File: src/rtl/assert_macros.svh
// Assertion helpers shared by the RTL.
`ifndef ASSERT_MACROS_SVH
`define ASSERT_MACROS_SVH

// Same-cycle implication, masked during reset.
`define ASSERT_IMPLIES(label, clk, rst_n, ante, cons) \
  label: assert property (@(posedge clk) disable iff (!rst_n) (ante) |-> (cons)) \
    else $error("same-cycle check failed");

// Next-cycle implication, masked during reset.
`define ASSERT_NEXT(label, clk, rst_n, ante, cons) \
  label: assert property (@(posedge clk) disable iff (!rst_n) (ante) |=> (cons)) \
    else $error("next-cycle check failed");

`endif

File: src/rtl/bb3_pkg.sv
package bb3_pkg;

  localparam int CFG_W     = 11;
  localparam int CFG_IDX_W = 1;

  localparam logic [CFG_IDX_W-1:0] REG_FRAME_WIDTH  = 1'b0;
  localparam logic [CFG_IDX_W-1:0] REG_FRAME_HEIGHT = 1'b1;

  localparam logic OP_PIXEL = 1'b0;

  localparam int DEF_MAX_WIDTH  = 1024;
  localparam int DEF_MAX_HEIGHT = 1024;
  localparam int DIM_RESET      = 1024;

  localparam int CH_W        = 8;
  localparam int SUM_W       = 12;          // nine 8-bit terms
  localparam int CNT_W       = 4;           // neighbour count, 1..9
  localparam int DIV_W       = SUM_W + 1;   // 2*sum + count
  localparam int RECIP_W     = 17;
  localparam int RECIP_SHIFT = 17;
  localparam int PROD_W      = DIV_W + RECIP_W;

  typedef struct packed {
    logic            opcode;
    logic [CH_W-1:0] red_in;
    logic [CH_W-1:0] green_in;
    logic [CH_W-1:0] blue_in;
  } in_item_t;

  typedef struct packed {
    logic [CH_W-1:0] red_out;
    logic [CH_W-1:0] green_out;
    logic [CH_W-1:0] blue_out;
    logic            last_in_frame;
  } out_item_t;

  typedef struct packed {
    logic [CH_W-1:0] red;
    logic [CH_W-1:0] green;
    logic [CH_W-1:0] blue;
  } pix_t;

  // which neighbours of the centre lie inside the frame
  typedef struct packed {
    logic             top_ok;
    logic             bot_ok;
    logic             lft_ok;
    logic             rgt_ok;
    logic [CNT_W-1:0] cnt;
  } win_ctl_t;

  typedef struct packed {
    logic     step;   // window column shifts in
    logic     emit;   // a result leaves for this step
    logic     last;
    logic     par;    // parity of the input row being stepped
    win_ctl_t win;
  } s1_ctl_t;

  // ceil(2^17 / (2*cnt)); exact floor for every dividend below 4600
  function automatic logic [RECIP_W-1:0] recip(input logic [CNT_W-1:0] cnt);
    logic [RECIP_W-1:0] m;
    case (cnt)
      4'd1:    m = 17'd65536;
      4'd2:    m = 17'd32768;
      4'd3:    m = 17'd21846;
      4'd4:    m = 17'd16384;
      4'd6:    m = 17'd10923;
      4'd9:    m = 17'd7282;
      default: m = '0;
    endcase
    return m;
  endfunction

endpackage

File: src/rtl/bb3_lane.sv
module bb3_lane import bb3_pkg::*; (
  input  logic                  clk,
  input  logic                  en,
  input  logic                  shift,
  input  logic [2:0][CH_W-1:0]  col_new,   // [0] top, [1] middle, [2] bottom
  input  win_ctl_t              win,
  output logic [CH_W-1:0]       q
);

  logic [2:0][CH_W-1:0] col_a_r;   // left column of the window
  logic [2:0][CH_W-1:0] col_b_r;   // centre column
  logic [SUM_W-1:0]     sum_r;
  logic [CNT_W-1:0]     cnt_r;

  logic [2:0]           row_ok;
  logic [SUM_W-1:0]     sum_c;
  logic [DIV_W-1:0]     dividend;
  logic [PROD_W-1:0]    prod;

  always_comb begin
    row_ok = {win.bot_ok, 1'b1, win.top_ok};
    sum_c  = '0;
    for (int i = 0; i < 3; i++) begin
      if (row_ok[i]) begin
        sum_c = sum_c + SUM_W'(col_b_r[i]);
        if (win.lft_ok) sum_c = sum_c + SUM_W'(col_a_r[i]);
        if (win.rgt_ok) sum_c = sum_c + SUM_W'(col_new[i]);
      end
    end
  end

  always_ff @(posedge clk) begin
    if (shift) begin
      col_a_r <= col_b_r;
      col_b_r <= col_new;
    end
    if (en) begin
      sum_r <= sum_c;
      cnt_r <= win.cnt;
    end
  end

  // round half up: (2*sum + n) / (2*n) by reciprocal multiply
  assign dividend = {sum_r, 1'b0} + DIV_W'(cnt_r);
  assign prod     = PROD_W'(dividend) * PROD_W'(recip(cnt_r));
  assign q        = prod[RECIP_SHIFT +: CH_W];

endmodule

File: config.mk
export PLATFORM = sky130hd
export DESIGN_NAME = bb3_lane
export DESIGN_NICKNAME = d
export VERILOG_FILES = /design/src/rtl/assert_macros.svh /design/src/rtl/bb3_pkg.sv /design/src/rtl/bb3_lane.sv
export SDC_FILE = /design/constraint.sdc
export NUM_CORES = 1
export LEC_CHECK = 0
export ABC_AREA = 0
export BUFFER_PORTS_ARGS = -buffer_cell sky130_fd_sc_hd__buf_2
export CORE_MARGIN = 2
export CORE_UTILIZATION = 58
export DETAILED_ROUTE_END_ITERATION = 10
export GPL_TIMING_DRIVEN = 0
export PLACE_DENSITY_LB_ADDON = 0.1
export SKIP_CTS_REPAIR_TIMING = 1
export SLEW_MARGIN = 20
export SYNTH_ARGS = -nofsm -noshare
export SYNTH_HDL_FRONTEND = slang
export SYNTH_SLANG_ARGS = --single-unit
File: constraint.sdc
create_clock -name clk -period 30.3 [get_ports clk]
set_input_delay 9.09 -clock clk [delete_from_list [all_inputs] [get_ports clk]]
set_output_delay 9.09 -clock clk [all_outputs]
set_load 0.005 [all_outputs]
---- Yosys cells after proc, flatten, opt, wreduce, memory -nomap -nowiden ----
Cells that the tools add are included.
word-level totals
  register bits ........................... 64
  bits of input ports ..................... 35
cells by class
  add/sub/neg operators ................... 9
  multipliers ............................. 1
  equality and inequality tests ........... 6
  mux-type cells .......................... 11
operator list
  operator                                       number
  two-way mux 12 bit                             9
  case mux 17 bit (6 select lines)               1
  adder 12 x 8 -> 12 bit                         7
  multiplier 13 x 17 -> 25 bit                   1
  adder 13 x 4 -> 13 bit                         1
  adder 8 x 8 -> 9 bit                           1
  two-way mux 9 bit                              1
  == test 4 x 2 -> 1 bit, second input constant  2
  == test 4 x 3 -> 1 bit, second input constant  2
  == test 4 x 1 -> 1 bit, second input constant  1
  == test 4 bit, second input constant           1

---- Depth between registers and ports, before layout ----
  word-level depth ........................ 18
  gate-level depth with buffers ........... 45

---- Worst setup path before layout ----
OpenSTA, ideal clock, no wires.
  path kind ............................... input -> register
  from .................................... input win[5] (netlist name)
  to ...................................... register sum_r[10], data pin
  library setup time ...................... 258 ps
  data arrival time ....................... 16820 ps
  data required time ...................... 30042 ps
  path slack .............................. 13222 ps
  cell stages on the path ................. 43
  path buffers ............................ 2
  path through ............................ clkbuf_1 > clkbuf_1 > mux2_2 > ha_1 > fa_1 > a21oi_1 > nor2b_1 > nor3_1 > nor2_1 > mux2i_1 > nor2_1 > ha_1 > o21ai_0 > nor2_1 > nor2_1 > ha_1 > o21a_1 > o31a_1 > (+7 left out) > a21oi_1 > ha_1 > o21a_1 > o31a_1 > a21oi_1 > ha_1 > nor2b_1 > o31ai_1 > a21boi_0 > mux2_2 > ha_1 > nor2b_1 > o21ai_0 > a21oi_1 > o211ai_1 > mux2i_1 > mux2i_1 > xnor2_1
on the way
  word-level cells in the longest chain between the ends .. 17
RTL lines
  item                    RTL line        text
  from (decl)             bb3_lane.sv:6   input win_ctl_t win,
  two-way mux 9 bit       bb3_lane.sv:26  if (win.lft_ok) sum_c = sum_c + SUM_W'(col_a_r[i]);
  two-way mux 12 bit      bb3_lane.sv:24  if (row_ok[i]) begin
  adder 12 x 8 -> 12 bit  bb3_lane.sv:27  if (win.rgt_ok) sum_c = sum_c + SUM_W'(col_new[i]);
  two-way mux 12 bit      bb3_lane.sv:27
  two-way mux 12 bit      bb3_lane.sv:24
  adder 12 x 8 -> 12 bit  bb3_lane.sv:25  sum_c = sum_c + SUM_W'(col_b_r[i]);
  adder 12 x 8 -> 12 bit  bb3_lane.sv:26
  two-way mux 12 bit      bb3_lane.sv:26
  (+2 left out)           --
  adder 12 x 8 -> 12 bit  bb3_lane.sv:25
  adder 12 x 8 -> 12 bit  bb3_lane.sv:26
  two-way mux 12 bit      bb3_lane.sv:26
  two-way mux 12 bit      bb3_lane.sv:24
  adder 12 x 8 -> 12 bit  bb3_lane.sv:27
  two-way mux 12 bit      bb3_lane.sv:27
  two-way mux 12 bit (*)  bb3_lane.sv:24
  via sum_c[10]           bb3_lane.sv:16  logic [SUM_W-1:0] sum_c;
  to (signal assigned)    bb3_lane.sv:38  sum_r <= sum_c;
  to (decl)               bb3_lane.sv:12  logic [SUM_W-1:0] sum_r;
The timed path passes the listed nets; every way through them passes the cells marked *. The select of a mux whose other input is x is not followed.
A chain may end at the register's enable or synchronous reset.

---- Final worst setup path ----
  from .................................... input win[5] (netlist name)
  to ...................................... register sum_r[11], data pin
Same word-level chain as after synthesis.

==> parameters.txt <==
Parameter                              Value

Floorplan
  Initial cell density of the core ... 59.2%
  Core area ... 18800 µm²
  Horizontal die dimension ... 142 µm
  Die Height ... 142 µm
  Std cell rows ... 50
  Die area ... 20300 µm²
  Number of I/O pins ... 43

Timing
  Minimum clock period ... 18.56 ns
  Final count of negative-setup-slack endpoints ... 0
  RSZ-0062 raised after global routing ... no
  Max-slew violations ... 0
  Measured slew at the worst slew-check pin ... 0.822 ns
  Ratio of final minimum period to clock period ... 61.3%
  Slew margin rel. ... 45.0%
  Fin. Hold Viols ... 0
  Setup skew after layout ... 0.00793 ns
  Post-Route Setup TNS ... 0 ns
  Top achievable clock speed ... 0.0539 GHz

Worst hold path
  Min-delay worst type ... register to register

Critical path
  Crit-path max FO ... 10
  Critical path's top delay family ... compound AO/OA/AOI/OAI gates
  Category of the most critical setup path ... input pin to register
  CP max stage delay ... 0.57 ns
  Type of origin of the critical path ... input pin
  Critical path arrival ... 18.73 ns
  Critical path required time ... 30.47 ns
  Setup crit end kind ... register
  Critical path's most frequent cell ... sky130_fd_sc_hd__ha_1
  Sum of buffers and inverters on the critical path ... 3
  Critical Path Slowest Stage Cell ... sky130_fd_sc_hd__clkbuf_1

Synthesis
  Count of flip-flops with a built-in enable after synthesis ... 64
  Synthesis-stage register bit count ... 64
  Sequential element share of the synthesized area ... 17.3%
  Synthesized instance count ... 1159
  Per-instance average area after synthesis ... 9.58 µm²
  Portion of netlist area occupied by mux cells ... 2.83%
  Proportion of register bits with asynchronous set or reset after synthesis ... 0%
  Area of the mapped netlist ... 11100 µm²
  Simple-gate share of the synthesized area ... 13.0%
  Area share of fa/ha/maj cells after synthesis ... 39.8%
  Post-Synth XOR/XNOR Area ... 6.49%
  Most used flip-flop cell after synthesis ... sky130_fd_sc_hd__edfxtp_1
  Dominant combinational cell family by area after synthesis ... adder cells
  Complex-gate fraction of the synthesized area ... 13.3%
  Number of synthesis warnings ... 0
  Synth unique cells ... 79

Placement
  Final estimated routing congestion in global placement ... 0.938
  Estimated wirelength of the detail-placed design ... 21900 µm
  IO Port Bufs ... 40

Power
  Overall power consumption ... 1060 µW
  LEAKAGE ... 0.00561 µW
  Power density over cell area ... 88.8 nW/µm²
  Peak supply drop ... 0.0697 mV

Clock network
  Clock Path Buffers ... 2
  TritonCTS Buffers ... 9
  Clock latency on the worst-skew pair ... 0.34 ns
  H-tree levels ... 3
  TritonCTS clock tree ... built
  Clock slew seen by the registers of the worst setup and hold paths ... 0.05 ns
  Number of clock sinks ... 64
  Clock root cell ... sky130_fd_sc_hd__clkbuf_16

Cells and area
  Count of fill cells added during filler insertion ... 1621
  Final-stage net count ... 1513
  Fraction of layout instances using a drive strength above 1 ... 8.06%
  Area growth from synthesis to layout ... 7.41%

Routing
  Residual DRC count ... 0
  Final routed wirelength across all metal layers ... 25900 µm
  Per-cell via count in the routed design ... 5.80
  Antenna viol nets, final ... 0
  Wire length per cell ... 17.8 µm
  Count of TritonRoute iterations in the first routing pass ... 5
  Vias post-DR ... 8418
  Initial detailed-routing violation count ... 498

Run status
  Run status ... completed

Global routing
  Most heavily used metal layer in global routing ... met2
  GR Overflow Total ... 0
  GRT Total Usage ... 27.4%
  Met2 track utilization from global routing ... 51.7%
  Wire length of the first global-routing pass ... 43200 µm
  Number of antenna violations at the first check in global routing ... 1
  Met3 track utilization from global routing ... 3.10%
  Vias in the first global route ... 8933
  Largest net degree at the start of global routing ... 34
  Met1 track demand over resource ... 32.5%

Flow run
  Number of maximum-capacitance constraint violations ... 0
==> routing by layer <==
metal,wire [µm],up-vias
met4,817,0
li1,-,4020
met5,0,-
met3,818,57
met2,13700,191
met1,10500,4150
==> cell usage after synthesis, drive strengths merged (3+ instances only) <==
master / number / area (µm²)
o2111ai: 6 / 76.3
edfxtp: 64 / 1920
or2: 7 / 43.8
a211oi: 16 / 120
o211a: 3 / 30.0
a2111o: 3 / 33.8
o21a: 12 / 90.1
o211ai: 10 / 75.1
o31a: 4 / 35.0
a31oi: 3 / 18.8
o31ai: 3 / 22.5
nand2b: 10 / 62.6
o21bai: 10 / 75.1
inv: 199 / 747
nor2b: 14 / 87.6
fa: 147 / 2940
clkbuf: 9 / 33.8
and3: 8 / 50.1
a21o: 24 / 180
or3: 5 / 36.3
xnor2: 56 / 490
nand4: 3 / 18.8
and3b: 3 / 26.3
and2: 11 / 68.8
a221oi: 4 / 35.0
o21ai: 43 / 223
a2111oi: 3 / 46.3
o22ai: 3 / 18.8
mux2i: 10 / 100
nor3: 26 / 163
nand2: 80 / 308
xor2: 21 / 184
nand3: 19 / 100
ha: 118 / 1480
or4: 4 / 37.5
a21oi: 47 / 239
mux4: 3 / 67.6
nor2: 102 / 383
nor4: 3 / 18.8
buf: 5 / 21.3
mux2: 13 / 146
==> path summary, 6_finish.rpt <==
| kind | depth (start not counted) | startpoint | to | slack, ns |
|---|---|---|---|---|
| worst max-delay path | 43 | win[5] | sum_r[11] | 11.74 |
| worst min-delay path | 0 | col_b_r[16] | col_a_r[16] | 0.45 |
| worst max register to register | 43 | col_b_r[0] | sum_r[11] | 20.51 |
| worst min register to register | 0 | col_b_r[16] | col_a_r[16] | 0.45 |
==> state kept, by name, summed over array words and instances (netlist names) <==
name     count
cnt_r        4
col_a_r     24
sum_r       12
col_b_r     24
==> final cells by class <==
class | instances | area, µm² | share of cell area (%)
diodes | 1 | 2.50 | 0.0210
clock buffers | 10 | 229 | 1.92
clock inverters | 4 | 71.3 | 0.598
inverters | 199 | 747 | 6.26
well taps | 234 | 293 | 2.45
repair buffers | 41 | 220 | 1.85
plain buffers | 14 | 55.1 | 0.462
flip-flops and latches | 64 | 1920 | 16.1
multi-input cells | 884 | 8390 | 70.3
==> through the flow <==
stage | setup WS [ns] | util (%) | instances | instance area (µm²) | hold slack, ns
2_1_floorplan | 13.22 | - | 1161 | 11100 | 0.433
3_3_place_gp | 11.62 | 61.8 | 1435 | 11600 | 0.444
3_5_place_dp | 11.50 | 61.9 | 1436 | 11600 | 0.449
4_1_cts | 11.82 | 63.5 | 1450 | 11900 | 0.457
5_1_grt | 10.88 | 63.5 | 1450 | 11900 | 0.470
6_report | 11.74 | 63.6 | 1451 | 11900 | 0.454
==> where the power goes <==
group	internal [µW]	switching (µW)	leakage, µW	total [µW]
Clock	70.8	37.1	0.000142	108
Combinational	353	471	0.00484	824
Sequential	117	10.2	0.000626	128
Total	541	518	0.00561	1060
==> cell families (layout without fill, tap and decap cells) <==
family / Yosys count / after routing
compound gates: 210 / 210
xor+xnor: 79 / 79
fa+ha+maj: 265 / 265
buf+inv: 213 / 268
flops: 64 / 64
mux: 26 / 26
other cells: 2 / 5
simple gates: 300 / 300
==> layout by cell type (no fill, tap or decap), types with 4 or more instances in the layout <==
| cell type | instances |
|---|---|
| sky130_fd_sc_hd__o211ai_1 | 10 |
| sky130_fd_sc_hd__o21ai_0 | 36 |
| sky130_fd_sc_hd__or3_1 | 4 |
| sky130_fd_sc_hd__o21ai_1 | 5 |
| sky130_fd_sc_hd__mux2i_1 | 10 |
| sky130_fd_sc_hd__nand2_1 | 79 |
| sky130_fd_sc_hd__o21bai_1 | 10 |
| sky130_fd_sc_hd__a221oi_1 | 4 |
| sky130_fd_sc_hd__edfxtp_1 | 64 |
| sky130_fd_sc_hd__and2_1 | 11 |
| sky130_fd_sc_hd__fa_1 | 147 |
| sky130_fd_sc_hd__or2_2 | 4 |
| sky130_fd_sc_hd__a21oi_1 | 46 |
| sky130_fd_sc_hd__nor2_1 | 102 |
| sky130_fd_sc_hd__ha_1 | 118 |
| sky130_fd_sc_hd__xor2_1 | 21 |
| sky130_fd_sc_hd__o31a_1 | 4 |
| sky130_fd_sc_hd__nor3_1 | 22 |
| sky130_fd_sc_hd__buf_2 | 42 |
| sky130_fd_sc_hd__nand2b_1 | 10 |
| sky130_fd_sc_hd__mux2_2 | 13 |
| sky130_fd_sc_hd__inv_1 | 198 |
| sky130_fd_sc_hd__conb_1 | 4 |
| sky130_fd_sc_hd__clkbuf_1 | 10 |
| sky130_fd_sc_hd__o2111ai_1 | 4 |
| sky130_fd_sc_hd__a211oi_1 | 16 |
| sky130_fd_sc_hd__nor2b_1 | 14 |
| sky130_fd_sc_hd__o21a_1 | 12 |
| sky130_fd_sc_hd__clkbuf_16 | 9 |
| sky130_fd_sc_hd__xnor2_1 | 56 |
| sky130_fd_sc_hd__and3_1 | 8 |
| sky130_fd_sc_hd__a21o_1 | 24 |
| sky130_fd_sc_hd__nand3_1 | 18 |
Power figures use the tool's default switching activity.
