**src/rtl/assert_macros.svh**
```systemverilog
// Assertion helpers shared by the RTL.
`ifndef ASSERT_MACROS_SVH
`define ASSERT_MACROS_SVH

// Same-cycle implication, masked during reset.
`define ASSERT_IMPLIES(label, clk, rst_n, ante, cons) \
  label: assert property (@(posedge clk) disable iff (!rst_n) (ante) |-> (cons)) \
    else $error("same-cycle check failed");

// Next-cycle implication, masked during reset.
`define ASSERT_NEXT(label, clk, rst_n, ante, cons) \
  label: assert property (@(posedge clk) disable iff (!rst_n) (ante) |=> (cons)) \
    else $error("next-cycle check failed");

`endif

```
**src/rtl/bb3_pkg.sv**
```systemverilog
package bb3_pkg;

  localparam int CFG_W     = 11;
  localparam int CFG_IDX_W = 1;

  localparam logic [CFG_IDX_W-1:0] REG_FRAME_WIDTH  = 1'b0;
  localparam logic [CFG_IDX_W-1:0] REG_FRAME_HEIGHT = 1'b1;

  localparam logic OP_PIXEL = 1'b0;

  localparam int DEF_MAX_WIDTH  = 1024;
  localparam int DEF_MAX_HEIGHT = 1024;
  localparam int DIM_RESET      = 1024;

  localparam int CH_W        = 8;
  localparam int SUM_W       = 12;          // nine 8-bit terms
  localparam int CNT_W       = 4;           // neighbour count, 1..9
  localparam int DIV_W       = SUM_W + 1;   // 2*sum + count
  localparam int RECIP_W     = 17;
  localparam int RECIP_SHIFT = 17;
  localparam int PROD_W      = DIV_W + RECIP_W;

  typedef struct packed {
    logic            opcode;
    logic [CH_W-1:0] red_in;
    logic [CH_W-1:0] green_in;
    logic [CH_W-1:0] blue_in;
  } in_item_t;

  typedef struct packed {
    logic [CH_W-1:0] red_out;
    logic [CH_W-1:0] green_out;
    logic [CH_W-1:0] blue_out;
    logic            last_in_frame;
  } out_item_t;

  typedef struct packed {
    logic [CH_W-1:0] red;
    logic [CH_W-1:0] green;
    logic [CH_W-1:0] blue;
  } pix_t;

  // which neighbours of the centre lie inside the frame
  typedef struct packed {
    logic             top_ok;
    logic             bot_ok;
    logic             lft_ok;
    logic             rgt_ok;
    logic [CNT_W-1:0] cnt;
  } win_ctl_t;

  typedef struct packed {
    logic     step;   // window column shifts in
    logic     emit;   // a result leaves for this step
    logic     last;
    logic     par;    // parity of the input row being stepped
    win_ctl_t win;
  } s1_ctl_t;

  // ceil(2^17 / (2*cnt)); exact floor for every dividend below 4600
  function automatic logic [RECIP_W-1:0] recip(input logic [CNT_W-1:0] cnt);
    logic [RECIP_W-1:0] m;
    case (cnt)
      4'd1:    m = 17'd65536;
      4'd2:    m = 17'd32768;
      4'd3:    m = 17'd21846;
      4'd4:    m = 17'd16384;
      4'd6:    m = 17'd10923;
      4'd9:    m = 17'd7282;
      default: m = '0;
    endcase
    return m;
  endfunction

endpackage

```
**src/rtl/bb3_ctrl.sv**
```systemverilog
`include "assert_macros.svh"

module bb3_ctrl import bb3_pkg::*; #(
  parameter int  MAX_WIDTH  = DEF_MAX_WIDTH,
  parameter int  MAX_HEIGHT = DEF_MAX_HEIGHT,
  localparam int AW         = $clog2(MAX_WIDTH)
) (
  input  logic                 clk,
  input  logic                 rst_n,
  input  logic                 en,
  input  logic                 in_valid,
  input  logic                 in_opcode,
  output logic                 in_ready,
  input  logic                 cfg_we,
  input  logic [CFG_IDX_W-1:0] cfg_idx,
  input  logic [CFG_W-1:0]     cfg_wdata,
  output logic [AW-1:0]        mem_addr,
  output logic                 wr_en,
  output logic                 wr_sel,
  output logic                 rd_en,
  output s1_ctl_t              s1
);

  localparam int WW  = $clog2(MAX_WIDTH + 1);
  localparam int HW  = $clog2(MAX_HEIGHT + 1);
  localparam int IRW = $clog2(MAX_HEIGHT + 2);   // input row runs to height+1 in drain
  localparam int ORW = $clog2(MAX_HEIGHT);
  localparam logic [WW-1:0] W_RST = WW'((DIM_RESET > MAX_WIDTH) ? MAX_WIDTH : DIM_RESET);
  localparam logic [HW-1:0] H_RST = HW'((DIM_RESET > MAX_HEIGHT) ? MAX_HEIGHT : DIM_RESET);

  logic [WW-1:0]  w_r, w_nxt;
  logic [HW-1:0]  h_r, h_nxt;
  logic [AW-1:0]  in_col_r, in_col_nxt;
  logic [IRW-1:0] in_row_r, in_row_nxt;
  logic [AW-1:0]  out_col_r, out_col_nxt;
  logic [ORW-1:0] out_row_r, out_row_nxt;
  logic           prime_r, prime_nxt;
  s1_ctl_t        s1_r, s1_nxt;

  logic           acc, input_done, px_step, drain_emit, prime_step, step;
  logic           px_emit, emit, in_col_last, out_col_last, out_row_last, last;
  logic [1:0]     rows_n, cols_n;
  win_ctl_t       win;
  logic [WW-1:0]  dim_w;
  logic [HW-1:0]  dim_h;

  assign in_ready = en && !prime_r;

  // register values out of range clamp to 1..max
  always_comb begin
    if (cfg_wdata == '0) begin
      dim_w = WW'(1);
      dim_h = HW'(1);
    end else begin
      dim_w = (cfg_wdata > MAX_WIDTH)  ? WW'(MAX_WIDTH)  : WW'(cfg_wdata);
      dim_h = (cfg_wdata > MAX_HEIGHT) ? HW'(MAX_HEIGHT) : HW'(cfg_wdata);
    end
  end

  always_comb begin
    acc        = in_valid && in_ready;
    input_done = (in_row_r >= h_r);
    px_step    = acc && (in_opcode == OP_PIXEL) && !input_done;
    drain_emit = acc && !px_step && input_done;
    prime_step = en && prime_r;
    step       = px_step || drain_emit || prime_step;
    px_emit    = px_step && ((in_row_r > IRW'(1)) ||
                             ((in_row_r == IRW'(1)) && (in_col_r != '0)));
    emit       = px_emit || drain_emit;

    in_col_last  = (({1'b0, in_col_r} + 1'b1) == w_r);
    out_col_last = (({1'b0, out_col_r} + 1'b1) == w_r);
    out_row_last = (({1'b0, out_row_r} + 1'b1) == h_r);
    last         = out_row_last && out_col_last;

    win.top_ok = (out_row_r != '0);
    win.bot_ok = !out_row_last;
    win.lft_ok = (out_col_r != '0);
    win.rgt_ok = !out_col_last;
    rows_n     = 2'd1 + {1'b0, win.top_ok} + {1'b0, win.bot_ok};
    cols_n     = 2'd1 + {1'b0, win.lft_ok} + {1'b0, win.rgt_ok};
    win.cnt    = {2'b00, rows_n} * {2'b00, cols_n};

    w_nxt       = w_r;
    h_nxt       = h_r;
    in_col_nxt  = in_col_r;
    in_row_nxt  = in_row_r;
    out_col_nxt = out_col_r;
    out_row_nxt = out_row_r;
    prime_nxt   = prime_r;

    // input position keeps walking through drain so the window slides on
    if (step) begin
      if (in_col_last) begin
        in_col_nxt = '0;
        in_row_nxt = in_row_r + 1'b1;
      end else begin
        in_col_nxt = in_col_r + 1'b1;
      end
    end

    if (emit) begin
      if (last) begin
        in_col_nxt  = '0;
        in_row_nxt  = '0;
        out_col_nxt = '0;
        out_row_nxt = '0;
      end else if (out_col_last) begin
        out_col_nxt = '0;
        out_row_nxt = out_row_r + 1'b1;
      end else begin
        out_col_nxt = out_col_r + 1'b1;
      end
    end

    // single-row frame: window needs column 0 loaded before the first drain
    if (prime_step) prime_nxt = 1'b0;
    if (px_step && (h_r == HW'(1)) && in_col_last) prime_nxt = 1'b1;

    if (cfg_we) begin
      case (cfg_idx)
        REG_FRAME_WIDTH: begin
          w_nxt = dim_w;
        end
        REG_FRAME_HEIGHT: begin
          h_nxt = dim_h;
        end
        default: begin
        end
      endcase
      in_col_nxt  = '0;
      in_row_nxt  = '0;
      out_col_nxt = '0;
      out_row_nxt = '0;
      prime_nxt   = 1'b0;
    end

    s1_nxt = s1_r;
    if (en) begin
      s1_nxt.step = step;
      s1_nxt.emit = emit;
      s1_nxt.last = last;
      s1_nxt.par  = in_row_r[0];
      s1_nxt.win  = win;
    end
  end

  always_ff @(posedge clk) begin
    if (!rst_n) begin
      w_r       <= W_RST;
      h_r       <= H_RST;
      in_col_r  <= '0;
      in_row_r  <= '0;
      out_col_r <= '0;
      out_row_r <= '0;
      prime_r   <= 1'b0;
      s1_r      <= '0;
    end else begin
      w_r       <= w_nxt;
      h_r       <= h_nxt;
      in_col_r  <= in_col_nxt;
      in_row_r  <= in_row_nxt;
      out_col_r <= out_col_nxt;
      out_row_r <= out_row_nxt;
      prime_r   <= prime_nxt;
      s1_r      <= s1_nxt;
    end
  end

  assign mem_addr = in_col_r;
  assign wr_en    = px_step;
  assign wr_sel   = in_row_r[0];
  assign rd_en    = step;
  assign s1       = s1_r;

  `ASSERT_IMPLIES(a_in_col_in_frame, clk, rst_n, 1'b1, in_col_r < w_r)
  `ASSERT_IMPLIES(a_out_row_in_frame, clk, rst_n, 1'b1, out_row_r < h_r)
  `ASSERT_IMPLIES(a_emit_after_first_row, clk, rst_n, emit, in_row_r != '0)
  `ASSERT_IMPLIES(a_prime_single_row, clk, rst_n, prime_r, h_r == HW'(1))

endmodule
```
**config.mk**
```make
export PLATFORM = sky130hd
export DESIGN_NAME = bb3_ctrl
export DESIGN_NICKNAME = d
export VERILOG_FILES = /design/src/rtl/bb3_pkg.sv /design/src/rtl/bb3_ctrl.sv
export VERILOG_INCLUDE_DIRS = /design/src /design/src/rtl
export SDC_FILE = /design/constraint.sdc
export NUM_CORES = 1
export LEC_CHECK = 0
export BUFFER_PORTS_ARGS = -buffer_cell sky130_fd_sc_hd__buf_2
export CORE_MARGIN = 1
export CORE_UTILIZATION = 30
export DETAILED_ROUTE_END_ITERATION = 8
export PLACE_DENSITY = 0.47
export SYNTH_ARGS = -nofsm -noshare
export SYNTH_HDL_FRONTEND = slang
export SYNTH_SLANG_ARGS = --single-unit
```
**constraint.sdc**
```tcl
create_clock -name clk -period 4 [get_ports clk]
set_clock_uncertainty 0.15 [all_clocks]
set_input_delay 1.2 -clock clk [delete_from_list [all_inputs] [get_ports clk]]
set_output_delay 1.2 -clock clk [all_outputs]
set_load 0.02 [all_outputs]
```
# Word-level counts from Yosys, hierarchy flattened
# Index checks and enable logic that the tools add are counted.
[op_classes]
addsub = 11
mul = 1
n_div = 0
n_lt_le_gt_ge = 3
eq_ne = 5
shift = 0
n_mux = 16
bitwise_logic = 3
n_reduce_logical = 31
[ops]
columns = ["operator", "n"]
rows = [
  ["$mux W10", 8],
  ["$mux W11", 6],
  ["$add A10 B1 Y11 const B", 3],
  ["$eq A11 B11 Y1", 3],
  ["$add A10 B1 Y10 const B", 3],
  ["$reduce_bool A10 Y1", 3],
  ["$eq A11 B1 Y1 const B", 2],
  ["$logic_and A1 B1 Y1", 12],
  ["$add A11 B1 Y11 const B", 1],
  ["$ge A11 B11 Y1", 1],
  ["$gt A11 B1 Y1 const B", 1],
  ["$gt A11 B11 Y1 const B", 1],
  ["$logic_not A11 Y1", 1],
  ["$reduce_and A2 Y1", 3],
  ["$logic_not A1 Y1", 5],
  ["$add A1 B1 Y2 const A", 2],
  ["$add A2 B1 Y2", 2],
  ["$logic_or A1 B1 Y1", 4],
  ["$mul A2 B2 Y4", 1],
  ["$reduce_bool A2 Y1", 2],
  ["$not A1 Y1", 3],
  ["$mux W1", 2],
  ["$reduce_or A2 Y1", 1],
]
[word_totals]
regBits = 76
latch_bits = 0
ramBits = 0
mem_bits_ro = 0
out_inout_bits = 26
elab_cells = 86
n_memories = 0

# Depth between registers and ports, before layout
[logic_depth]
ltp_word = 13
mapped_depth = 15
depth_no_buf = 14

# Worst setup path after synthesis
# Ideal clock, no wire load.
[synth_path]
kind = "in2out"
startpoint = "input en"
endpoint = "output rd_en"
arrival_ns = 2.830
required_time_ns = 2.650
setup_slack_ns = -0.180
path_stages = 8
n_path_buf = 2
path_cell_list = "clkbuf_1 > inv_1 > nor2_1 > nand2_1 > nand2_1 > nand2_1 > clkbuf_1 > inv_1"
[synth_via]
elab_chain_cells = 9
elab_cells_between_ends = 10
classes_between = "reduce/logical: 10"
[synth_rtl]
columns = ["item", "line_no", "source"]
rows = [
  ["start: declaration", "bb3_ctrl.sv:10", "input logic en,"],
  ["$logic_and A1 B1 Y1 *", "bb3_ctrl.sv:47", "assign in_ready = en && !prime_r;"],
  ["named net in_ready", "bb3_ctrl.sv:13", "output logic in_ready,"],
  ["$logic_and A1 B1 Y1 *", "bb3_ctrl.sv:61", "acc = in_valid && in_ready;"],
  ["$logic_and A1 B1 Y1 (2 in series)", "bb3_ctrl.sv:63", "px_step = acc && (in_opcode == OP_PIXEL) && !input_done;"],
  ["$logic_not A1 Y1", "bb3_ctrl.sv:64", "drain_emit = acc && !px_step && input_done;"],
  ["$logic_and A1 B1 Y1 (2 in series)", "bb3_ctrl.sv:64", ""],
  ["$logic_or A1 B1 Y1 * (2 in series)", "bb3_ctrl.sv:66", "step = px_step || drain_emit || prime_step;"],
  ["end: declaration", "bb3_ctrl.sv:20", "output logic rd_en,"],
]
# The timed path passes the listed nets; every way through them passes the cells marked *.

# Worst setup path in the final report
[layout_path]
startpoint = "register h_r[5]"
endpoint = "output wr_en"
[layout_via]
elab_chain_cells = 3
[layout_rtl]
columns = ["item", "line_no", "source"]
rows = [
  ["start: declaration", "bb3_ctrl.sv:32", "logic [HW-1:0] h_r, h_nxt;"],
  ["start signal: assignment", "bb3_ctrl.sv:160", "h_r <= h_nxt;"],
  ["$ge A11 B11 Y1", "bb3_ctrl.sv:62", "input_done = (in_row_r >= h_r);"],
  ["$logic_not A1 Y1", "bb3_ctrl.sv:63", ""],
  ["$logic_and A1 B1 Y1", "bb3_ctrl.sv:63", ""],
  ["end: declaration", "bb3_ctrl.sv:18", "output logic wr_en,"],
]
# No other way between the ends.

==> flow_summary.html <==
<table>
<tr><th>Metric</th><th>Value</th></tr>
<tr><th colspan="2">Floorplan</th></tr>
<tr><td>Total die area</td><td>0.0175 sq mm</td></tr>
<tr><td>I/O pin total</td><td>44</td></tr>
<tr><td>Standard cell core area</td><td>0.0166 sq mm</td></tr>
<tr><td>Starting Density</td><td>0.307</td></tr>
<tr><td>Die boundary width</td><td>132 um</td></tr>
<tr><td>Die Y-Extent</td><td>132 um</td></tr>
<tr><td>Placement row count</td><td>47</td></tr>
<tr><th colspan="2">Global routing</th></tr>
<tr><td>Busiest layer in global routing</td><td>met2</td></tr>
<tr><td>Initial antenna violation count</td><td>0</td></tr>
<tr><td>Global routing usage on met3</td><td>0.0281</td></tr>
<tr><td>Wire length of the first global-routing pass</td><td>24800 um</td></tr>
<tr><td>Met1 Resource Use GR</td><td>0.242</td></tr>
<tr><td>Global Route Usage Sum</td><td>0.180</td></tr>
<tr><td>Maximum number of pins on one net before global-route repair</td><td>37</td></tr>
<tr><td>Total overflow reported by the global router</td><td>0</td></tr>
<tr><td>Met2 Usage GRT</td><td>0.286</td></tr>
<tr><td>Number of global-route vias before repair</td><td>4714</td></tr>
<tr><th colspan="2">Pwr</th></tr>
<tr><td>Clock share of power</td><td>0.464</td></tr>
<tr><td>Standby leakage power</td><td>2.06 nW</td></tr>
<tr><td>Power density normalized to cell area</td><td>301 mW/mm^2</td></tr>
<tr><td>Power dissipated by switching net loads</td><td>435 uW</td></tr>
<tr><td>Seq pwr share</td><td>0.450</td></tr>
<tr><td>Proportion of power drawn by combinational gates</td><td>0.086</td></tr>
<tr><td>Pint</td><td>1.31 mW</td></tr>
<tr><td>Switching share of power</td><td>0.249</td></tr>
<tr><td>Worst vdd ir</td><td>203 uV</td></tr>
<tr><th colspan="2">Routing</th></tr>
<tr><td>Number of nets with antenna violations after routing</td><td>0</td></tr>
<tr><td>Total via count after detailed routing</td><td>4890</td></tr>
<tr><td>Total iterations of the first detailed-routing run</td><td>5</td></tr>
<tr><td>Post-DR vias/cell</td><td>5.48</td></tr>
<tr><td>WL per Instance</td><td>16.9 um</td></tr>
<tr><td>Post-detailed-route DRC marker count</td><td>0</td></tr>
<tr><td>DRT iter0 DRCs</td><td>367</td></tr>
<tr><td>Wire length after detailed routing</td><td>15100 um</td></tr>
<tr><th colspan="2">STA</th></tr>
<tr><td>Final-report setup violation count</td><td>0</td></tr>
<tr><td>Slew at the pin with the worst max-slew slack</td><td>918 ps</td></tr>
<tr><td>Count of final max-slew check failures</td><td>0</td></tr>
<tr><td>Number of failing hold endpoints at the final stage</td><td>0</td></tr>
<tr><td>Relative max-transition margin</td><td>0.382</td></tr>
<tr><td>Maximum clock frequency</td><td>260 MHz</td></tr>
<tr><td>Final setup TNS</td><td>0 ps</td></tr>
<tr><td>Final period utilization</td><td>0.962</td></tr>
<tr><td>Final Critical Period</td><td>3850 ps</td></tr>
<tr><td>Setup WS post-layout</td><td>151 ps</td></tr>
<tr><td>Unrepaired setup endpoints after global routing</td><td>no</td></tr>
<tr><th colspan="2">Yosys</th></tr>
<tr><td>Proportion of register bits with asynchronous set or reset after synthesis</td><td>0</td></tr>
<tr><td>Count of unique library cells instantiated by Yosys</td><td>60</td></tr>
<tr><td>Portion of the post-synthesis area used by sequential elements</td><td>0.299</td></tr>
<tr><td>Yosys top cell area share</td><td>0.299</td></tr>
<tr><td>Main area contributors after synthesis</td><td>sky130_fd_sc_hd__dfxtp_1 30%, sky130_fd_sc_hd__ha_1 5.6%, sky130_fd_sc_hd__nand2_1 4.8%</td></tr>
<tr><td>Post-synthesis sequential element count</td><td>76</td></tr>
<tr><td>Average footprint of a synthesized cell</td><td>7.85 sq um</td></tr>
<tr><td>Cell type with the largest total area after synthesis</td><td>sky130_fd_sc_hd__dfxtp_1</td></tr>
<tr><td>Post-synthesis net count</td><td>690</td></tr>
<tr><td>Warnings from Yosys</td><td>0</td></tr>
<tr><td>Ranking of synthesized cells by instance count</td><td>76 x sky130_fd_sc_hd__dfxtp_1, 65 x sky130_fd_sc_hd__nand2_1, 46 x sky130_fd_sc_hd__a21oi_1</td></tr>
<tr><td>Post-Synthesis Cell Area</td><td>0.00509 sq mm</td></tr>
<tr><td>Most frequently used cell type in the post-synthesis netlist</td><td>sky130_fd_sc_hd__dfxtp_1</td></tr>
<tr><td>Cell count after synthesis</td><td>649</td></tr>
<tr><td>Flip-flop cell with the highest count after synthesis</td><td>sky130_fd_sc_hd__dfxtp_1</td></tr>
<tr><td>Number of flops mapped to enable cells by yosys</td><td>0</td></tr>
<tr><th colspan="2">Min path</th></tr>
<tr><td>Hold Crit Class</td><td>reg -&gt; reg</td></tr>
<tr><th colspan="2">Worst setup path</th></tr>
<tr><td>Worst EP arrival</td><td>2500 ps</td></tr>
<tr><td>Category of the most critical setup path</td><td>reg -&gt; out</td></tr>
<tr><td>Worst Path Max Fanout</td><td>5</td></tr>
<tr><td>Endpoint type of the worst setup path</td><td>output pin</td></tr>
<tr><td>Required time at the endpoint of the critical path</td><td>2650 ps</td></tr>
<tr><td>CP startpoint kind</td><td>flip-flop</td></tr>
<tr><th colspan="2">Status</th></tr>
<tr><td>Outcome</td><td>completed</td></tr>
<tr><th colspan="2">Clock tree</th></tr>
<tr><td>Clock root cell</td><td>sky130_fd_sc_hd__clkbuf_16</td></tr>
<tr><td>Total clock buffers created by CTS</td><td>9</td></tr>
<tr><td>Number of sinks on the clock net</td><td>76</td></tr>
<tr><td>Clock Pin Slew Worst Setup and Hold Paths</td><td>60 ps</td></tr>
<tr><td>Max clock buf depth</td><td>2</td></tr>
<tr><td>Clock tree from TritonCTS</td><td>done</td></tr>
<tr><td>Clock H-tree levels</td><td>3</td></tr>
<tr><td>Number of buffers inserted by hold repair at cts</td><td>0</td></tr>
<tr><td>Worst-Skew Late Latency</td><td>350 ps</td></tr>
<tr><th colspan="2">Placed design</th></tr>
<tr><td>HPWL Detailed</td><td>11100 um</td></tr>
<tr><td>Worst slack at placement</td><td>391 ps</td></tr>
<tr><td>Port Buffer Count</td><td>43</td></tr>
<tr><td>Gpl congestion</td><td>0.885</td></tr>
<tr><th colspan="2">Cells and area</th></tr>
<tr><td>Signed area change from the synthesized netlist to the final layout</td><td>13.8%</td></tr>
<tr><td>Total Nets Final</td><td>710</td></tr>
<tr><td>Ratio of cells with drive above 1 in the final layout</td><td>0.132</td></tr>
<tr><td>Number of inserted diodes</td><td>0</td></tr>
<tr><th colspan="2">Flow run</th></tr>
<tr><td>Max capacitance violation total</td><td>0</td></tr>
</table>
==> routing by layer <==
| metal | vias to the layer above | wire, um |
|---|---|---|
| met1 | 2355 | 7250 |
| met2 | 107 | 6950 |
| met5 | - | 0 |
| li1 | 2405 | - |
| met3 | 23 | 539 |
| met4 | 0 | 325 |
==> registers in the layout, indices dropped and copies added (netlist names) <==
register and count:
h_r 11, s1 12, out_col_r 10, mem_addr 10, prime_r 1, out_row_r 10, w_r 11, in_row_r 11
==> timing repair <==
item                                    in CTS  in global routing
gates resized for setup                      0                  3
setup buffers                                0                  0
endpoints found under the setup margin       0                  2
==> critical path: stages (launching register included) <==
cell and delay, ps:
sky130_fd_sc_hd__dfxtp_1 410, sky130_fd_sc_hd__inv_1 90, sky130_fd_sc_hd__ha_1 280, sky130_fd_sc_hd__and3_1 200, sky130_fd_sc_hd__a221o_1 300, sky130_fd_sc_hd__a41oi_2 230
sky130_fd_sc_hd__o21ai_0 170, sky130_fd_sc_hd__nor3_1 250, sky130_fd_sc_hd__buf_2 220
==> path summary, 6_finish.rpt <==
check               startpoint    end  slack, ps  cells after the start
setup / recovery        h_r[5]  wr_en        150                      8
hold / removal           s1[5]  s1[5]        330                      1
setup reg to reg  out_col_r[1]  s1[2]        370                     13
hold reg to reg          s1[5]  s1[5]        330                      1
==> through the flow <==
| step | instances | power, mW | hold slack (ps) | cell area (sq um) | util |
|---|---|---|---|---|---|
| finish | 893 | 1.74 | 328 | 5800 | 0.350 |
| global route | 893 | 1.82 | 348 | 5800 | 0.350 |
| floorplan | 649 | 0.893 | 315 | 5100 | - |
| detailed placement | 878 | 0.947 | 316 | 5490 | 0.331 |
| CTS | 893 | 1.76 | 333 | 5780 | 0.349 |
| global placement | 878 | 0.945 | 310 | 5490 | 0.331 |
==> layout make-up <==
cell class	count	area [sq um]
sequential	76	1520
clock buffer	14	284
clock inverter	1	5.00
multi-input combinational	495	3270
tap	220	275
timing repair buffer	59	335
fill	1760	10800
inverter	28	105
==> cell usage in the layout, fill, tap and decap left out, types with 4 or more instances in the layout <==
master,instances
sky130_fd_sc_hd__and4_1,6
sky130_fd_sc_hd__o2bb2ai_1,6
sky130_fd_sc_hd__inv_1,27
sky130_fd_sc_hd__nor4_1,14
sky130_fd_sc_hd__nand3_1,42
sky130_fd_sc_hd__a31oi_1,11
sky130_fd_sc_hd__nand2b_1,6
sky130_fd_sc_hd__and3_1,8
sky130_fd_sc_hd__mux2i_1,7
sky130_fd_sc_hd__nor3b_1,12
sky130_fd_sc_hd__nor2b_1,24
sky130_fd_sc_hd__xnor2_1,25
sky130_fd_sc_hd__xor2_1,7
sky130_fd_sc_hd__nand4_1,11
sky130_fd_sc_hd__nand4b_1,5
sky130_fd_sc_hd__o211a_1,5
sky130_fd_sc_hd__or4_1,8
sky130_fd_sc_hd__nand2_1,64
sky130_fd_sc_hd__clkbuf_16,9
sky130_fd_sc_hd__clkbuf_8,4
sky130_fd_sc_hd__a21o_1,4
sky130_fd_sc_hd__buf_4,16
sky130_fd_sc_hd__a21oi_1,46
sky130_fd_sc_hd__or3_1,6
sky130_fd_sc_hd__dfxtp_1,76
sky130_fd_sc_hd__ha_1,23
sky130_fd_sc_hd__o21ai_0,18
sky130_fd_sc_hd__a32o_1,7
sky130_fd_sc_hd__o31ai_1,13
sky130_fd_sc_hd__a21boi_0,15
sky130_fd_sc_hd__buf_2,43
sky130_fd_sc_hd__nor3_1,17
sky130_fd_sc_hd__nand3b_1,15
sky130_fd_sc_hd__nor2_1,26
==> power by group through the flow <==
stage	combinational [mW]	clock, mW	sequential (mW)
3_3_place_gp	0.145	0	0.800
5_1_grt	0.163	0.869	0.786
6_report	0.149	0.810	0.784
2_1_floorplan	0.0934	0	0.799
3_5_place_dp	0.146	0	0.801
4_1_cts	0.147	0.829	0.784
==> cells by family after synthesis <==
family / count (synthesis) / synth area share
simple gates: 276 / 0.299
mux: 8 / 0.0160
compound gates: 156 / 0.212
flops: 76 / 0.299
fa+ha+maj: 23 / 0.0565
xor+xnor: 32 / 0.0550
buf+inv: 78 / 0.0629
No activity file was read; power rests on OpenSTA's default activity.
